$ cat config.mk
export PLATFORM = sky130hd
export DESIGN_NAME = lbp_cell
export DESIGN_NICKNAME = d
export VERILOG_FILES = /design/src/rtl/lbp_code_stream_unit_assert.svh /design/src/rtl/lbp_pkg.sv /design/src/rtl/lbp_cell.sv
export SDC_FILE = /design/constraint.sdc
export NUM_CORES = 1
export LEC_CHECK = 0
export BUFFER_PORTS_ARGS = -buffer_cell sky130_fd_sc_hd__buf_4
export CAP_MARGIN = 20
export CELL_PAD_IN_SITES_DETAIL_PLACEMENT = 2
export CELL_PAD_IN_SITES_GLOBAL_PLACEMENT = 2
export CORE_ASPECT_RATIO = 0.6
export CORE_MARGIN = 8
export CORE_UTILIZATION = 29
export CTS_BUF_LIST = sky130_fd_sc_hd__clkbuf_16
export DETAILED_ROUTE_END_ITERATION = 8
export PLACE_DENSITY = 0.81
export SYNTH_ARGS = -nofsm -noshare
export SYNTH_HDL_FRONTEND = slang
export SYNTH_SLANG_ARGS = --single-unit
$ cat constraint.sdc
create_clock -name clock -period 2.56 [get_ports clock]
set_input_delay 0.512 -clock clock [delete_from_list [all_inputs] [get_ports clock]]
set_output_delay 0.512 -clock clock [all_outputs]
set_load 0.01 [all_outputs]
$ cat src/rtl/lbp_code_stream_unit_assert.svh
// ----------------------------------------------------------------------------
// lbp_code_stream_unit_assert.svh
// Assertion macros used by the LBP code stream RTL. They expect signals
// named clock and reset in the module that uses them.
// ----------------------------------------------------------------------------
`ifndef LBP_CODE_STREAM_UNIT_ASSERT_SVH
`define LBP_CODE_STREAM_UNIT_ASSERT_SVH

// The consequent must hold in the same cycle as the antecedent.
`define LBP_ASSERT_SAME(label, ante, cons, msg) \
   label: assert property (@(posedge clock) disable iff (reset) (ante) |-> (cons)) \
      else $error(msg);

// The consequent must hold in the cycle after the antecedent.
`define LBP_ASSERT_NEXT(label, ante, cons, msg) \
   label: assert property (@(posedge clock) disable iff (reset) (ante) |=> (cons)) \
      else $error(msg);

`endif

$ cat src/rtl/lbp_pkg.sv
// ----------------------------------------------------------------------------
// lbp_pkg
// Shared constants and types of the LBP code stream unit.
// ----------------------------------------------------------------------------
package lbp_pkg;

   localparam int MAX_WIDTH  = 2048;
   localparam int COL_W      = $clog2(MAX_WIDTH);
   localparam int EFF_W      = COL_W + 1;
   localparam int PIX_W      = 8;
   localparam int CFG_WIDTH_W  = 12;
   localparam int CFG_HEIGHT_W = 16;
   localparam int CSR_DATA_W = 16;
   localparam int ROW_W      = 16;
   localparam int CODE_W     = 8;

   localparam logic [CFG_WIDTH_W-1:0]  WIDTH_RESET  = CFG_WIDTH_W'(128);
   localparam logic [CFG_HEIGHT_W-1:0] HEIGHT_RESET = CFG_HEIGHT_W'(64);

   typedef enum logic [0:0] {
      CSR_FRAME_WIDTH  = 1'b0,
      CSR_FRAME_HEIGHT = 1'b1
   } csr_index_type;

   // One column of the 3x3 window.
   typedef struct packed {
      logic [PIX_W-1:0] top;
      logic [PIX_W-1:0] mid;
      logic [PIX_W-1:0] bot;
   } win_col_type;

   // Per-beat markers that travel down the pipeline with the pixel.
   typedef struct packed {
      logic emit;
      logic row_end;
      logic frame_end;
   } tag_type;

endpackage

$ cat src/rtl/lbp_cell.sv
// ----------------------------------------------------------------------------
// lbp_cell
// One column cell of the sliding 3x3 window. It loads a column from its
// right neighbor on each shift and compares its three pixels to the center.
// ----------------------------------------------------------------------------
module lbp_cell (
   input  logic                        clock,
   input  logic                        reset,
   input  logic                        shift_en,
   input  lbp_pkg::win_col_type        col_in,
   input  logic [lbp_pkg::PIX_W-1:0]   centre,
   output lbp_pkg::win_col_type        col_out,
   output logic [2:0]                  gt_bits
);

   lbp_pkg::win_col_type col_ff;
   lbp_pkg::win_col_type col_in_w;

   always_comb begin
      col_in_w = shift_en ? col_in : col_ff;
   end

   always_ff @(posedge clock) begin
      if (reset) begin
         col_ff <= '0;
      end else begin
         col_ff <= col_in_w;
      end
   end

   assign col_out = col_ff;

   // Bit 2 is the top pixel, bit 1 the middle one, bit 0 the bottom one.
   assign gt_bits = {col_ff.top > centre, col_ff.mid > centre, col_ff.bot > centre};

endmodule

==> results_dict.tcl <==
set metrics [dict create \
    dp_hpwl_mm 4.01 \
    boundaryPins 62 \
    netlist_area_um2 1400 \
    dieArea_um2 7370 \
    ctsLongestPathBuffers 2 \
    maxCapViolations 0 \
    powerDensity_nw_per_um2 505 \
    startpoint_type "input port" \
    die_height_um 69.8 \
    cp_slowest_cell "ha_1" \
    async_flop_share_pct 0 \
    critPathBufInv 3 \
    final-hold-violation-count 0 \
    synth_area_per_cell_um2 9.71 \
    syn2layout_area_growth_pct 39.5 \
    layout-drive-gt1-share_pct 31.5 \
    cts_setup_buffers 0 \
    yosysWarnings 0 \
    cts_buffers 3 \
    antenna_found_initial 0 \
    cts_hold_buf 0 \
    max-slew-margin-rel_pct 71.4 \
    cts.repair.resized 0 \
    cts_root_buffer "clkbuf_16" \
    worstSetupEndpointType "output pin" \
    start_util_pct 30.3 \
    rsz0062_at_grt "false" \
    dr_total_vias 1292 \
    crit_family "compound AO/OA/AOI/OAI gates" \
    grt_start_max_net_pins 25 \
    ys_seq_area_share_pct 34.3 \
    portBuffers 61 \
    synth_top_area_share_pct 34.3 \
    reg2reg_from "col_out[15]$_SDFFE_PP0P_" \
    grt_use_total_pct 13.1 \
    outcome "complete, no violations" \
    synth_nets 203 \
    drt-pass1-iter-count 2 \
    first_global_vias 1533 \
    wl_per_cell_um 18.0 \
    ys.flop_type "dfxtp_1" \
    worst_pin_slew_ps 429 \
    cp_slowest_stage_delay_ps 260 \
    syn_inst 144 \
    clkTransAtPathRegs_ps 60 \
    gp_congestion 0.756 \
    crit_path_max_fanout 3 \
    rows 19 \
    grt.overflow.total 0 \
    crit_start "centre[1]" \
    clock_sinks 24 \
    hp-start "col_in[19]" \
    largest_reg_flops 24 \
    finalInstanceArea_um2 1950 \
    required_ps 2050 \
    vias_per_cell 4.86 \
    yosysTopAreaCell "dfxtp_1" \
    antennaDiodeCount 0 \
    drt_iter0_drc 14 \
    skew_ps 0 \
    clk_latency_ps 260 \
    drt.antenna.violating_nets 0 \
    synth_area_leaders "dfxtp_1 34%, ha_1 21%, mux2i_1 17%, nor2_1 6.4%, a21oi_1 4.3%" \
    cp_common_cell "buf_4" \
    utilization_pct 42.3 \
    dpl-instance-area_um2 1880 \
    path_class "in2out" \
    arrival_ps 1720 \
    fp.dieW_um 106 \
    ys_types 15 \
    holdCritPathClass "in2reg" \
    fill_cells 518 \
    finalCritPeriodShare_pct 87.1 \
    fin_tns_setup_ps 0 \
    grt_pass1_wl_mm 7.82 \
    maxSlewViolCount 0 \
    path_cells "buf_4, inv_1, ha_1, nor2b_1, o211ai_1, a21oi_1, o22a_1, buf_4" \
    fin_crit_ps 2230 \
    htree_levels 1 \
    nNetsFinal 264 \
    setup_viol 0 \
    vdd.ir_drop.worst_v 0.000231 \
    p_leak_nw 1.01 \
    core_um2 4610 \
    drc 0 \
    cts_tree "done" \
    synth_edf_count 0 \
    ys_seq_elements 24 \
    fmax_mhz 449 \
    synth_common_cells "24 x dfxtp_1, 24 x ha_1, 24 x mux2i_1, 24 x nor2_1, 12 x a21oi_1" \
    wl_mm 4.80 \
]
[tightest hold or removal path: cells and delay by family]
family / cells / cell delay, ps
and+or+nand+nor: 1 / 70
muxes: 1 / 50
buffers and inverters: 1 / 80
[cells in the final DEF, fill, tap and decap left out, drive strengths merged]
master / Yosys / layout
inv: 10 / 10
mux2i: 24 / 24
dfxtp: 24 / 24
clkbuf: 2 / 3
nor2b: 3 / 3
nand2: 3 / 3
a21oi: 12 / 12
o21ai: 3 / 3
buf: 3 / 61
o22a: 3 / 3
nor2: 24 / 24
ha: 24 / 24
o211ai: 3 / 3
nand4: 6 / 6
[metrics by stage]
stage	cells	worst slack [ps]	total power, mW	hold WS [ps]
floorplan	144	663	0.544	542
global route	266	269	1.04	513
CTS	266	329	1.00	493
finish	266	331	0.985	490
global placement	263	396	0.641	510
detailed placement	263	362	0.662	534
[final cells by class]
class                      count  area, um2  share of cell area, %
inverter                      10       37.5                   1.92
clock buffer                   3       75.1                   3.85
multi-input combinational    105        822                   42.1
sequential                    24        480                   24.6
timing repair buffer          61        458                   23.5
tap                           63       78.8                   4.04
[layer usage]
layer	part of all wire, %	track usage [%]	up-vias
li1	-	-	632
met1	45	15.4	622
met2	49	23.0	38
met3	6.6	5.38	0
met4	0	0.465	0
met5	0	0	-
[path summary, 6_finish.rpt]
path / endpoint / slack [ps] / cells past startpoint
max reg2reg: col_out[15]$_SDFFE_PP0P_ / 1860 / 2
max: gt_bits[1] / 330 / 8
min: col_out[19]$_SDFFE_PP0P_ / 490 / 3
min reg2reg: col_out[0]$_SDFFE_PP0P_ / 540 / 2
[logic make-up after synthesis]
kind of cell | after synthesis | share of synthesized area [%]
muxes | 24 | 17.2
buffers and inverters | 15 | 6.89
DFF | 24 | 34.3
adders and majority gates | 24 | 21.5
AOI/OAI and AO/OA | 21 | 8.86
and+or+nand+nor | 36 | 11.3
[power by group]
part | switching [mW] | leakage, nW | internal, mW | total (mW)
logic | 0.111 | 0.776 | 0.121 | 0.232
registers | 0.0214 | 0.198 | 0.396 | 0.418
clock network | 0.129 | 0.0370 | 0.207 | 0.335
total | 0.261 | 1.01 | 0.724 | 0.985
No activity file was read; power rests on OpenSTA's default activity.
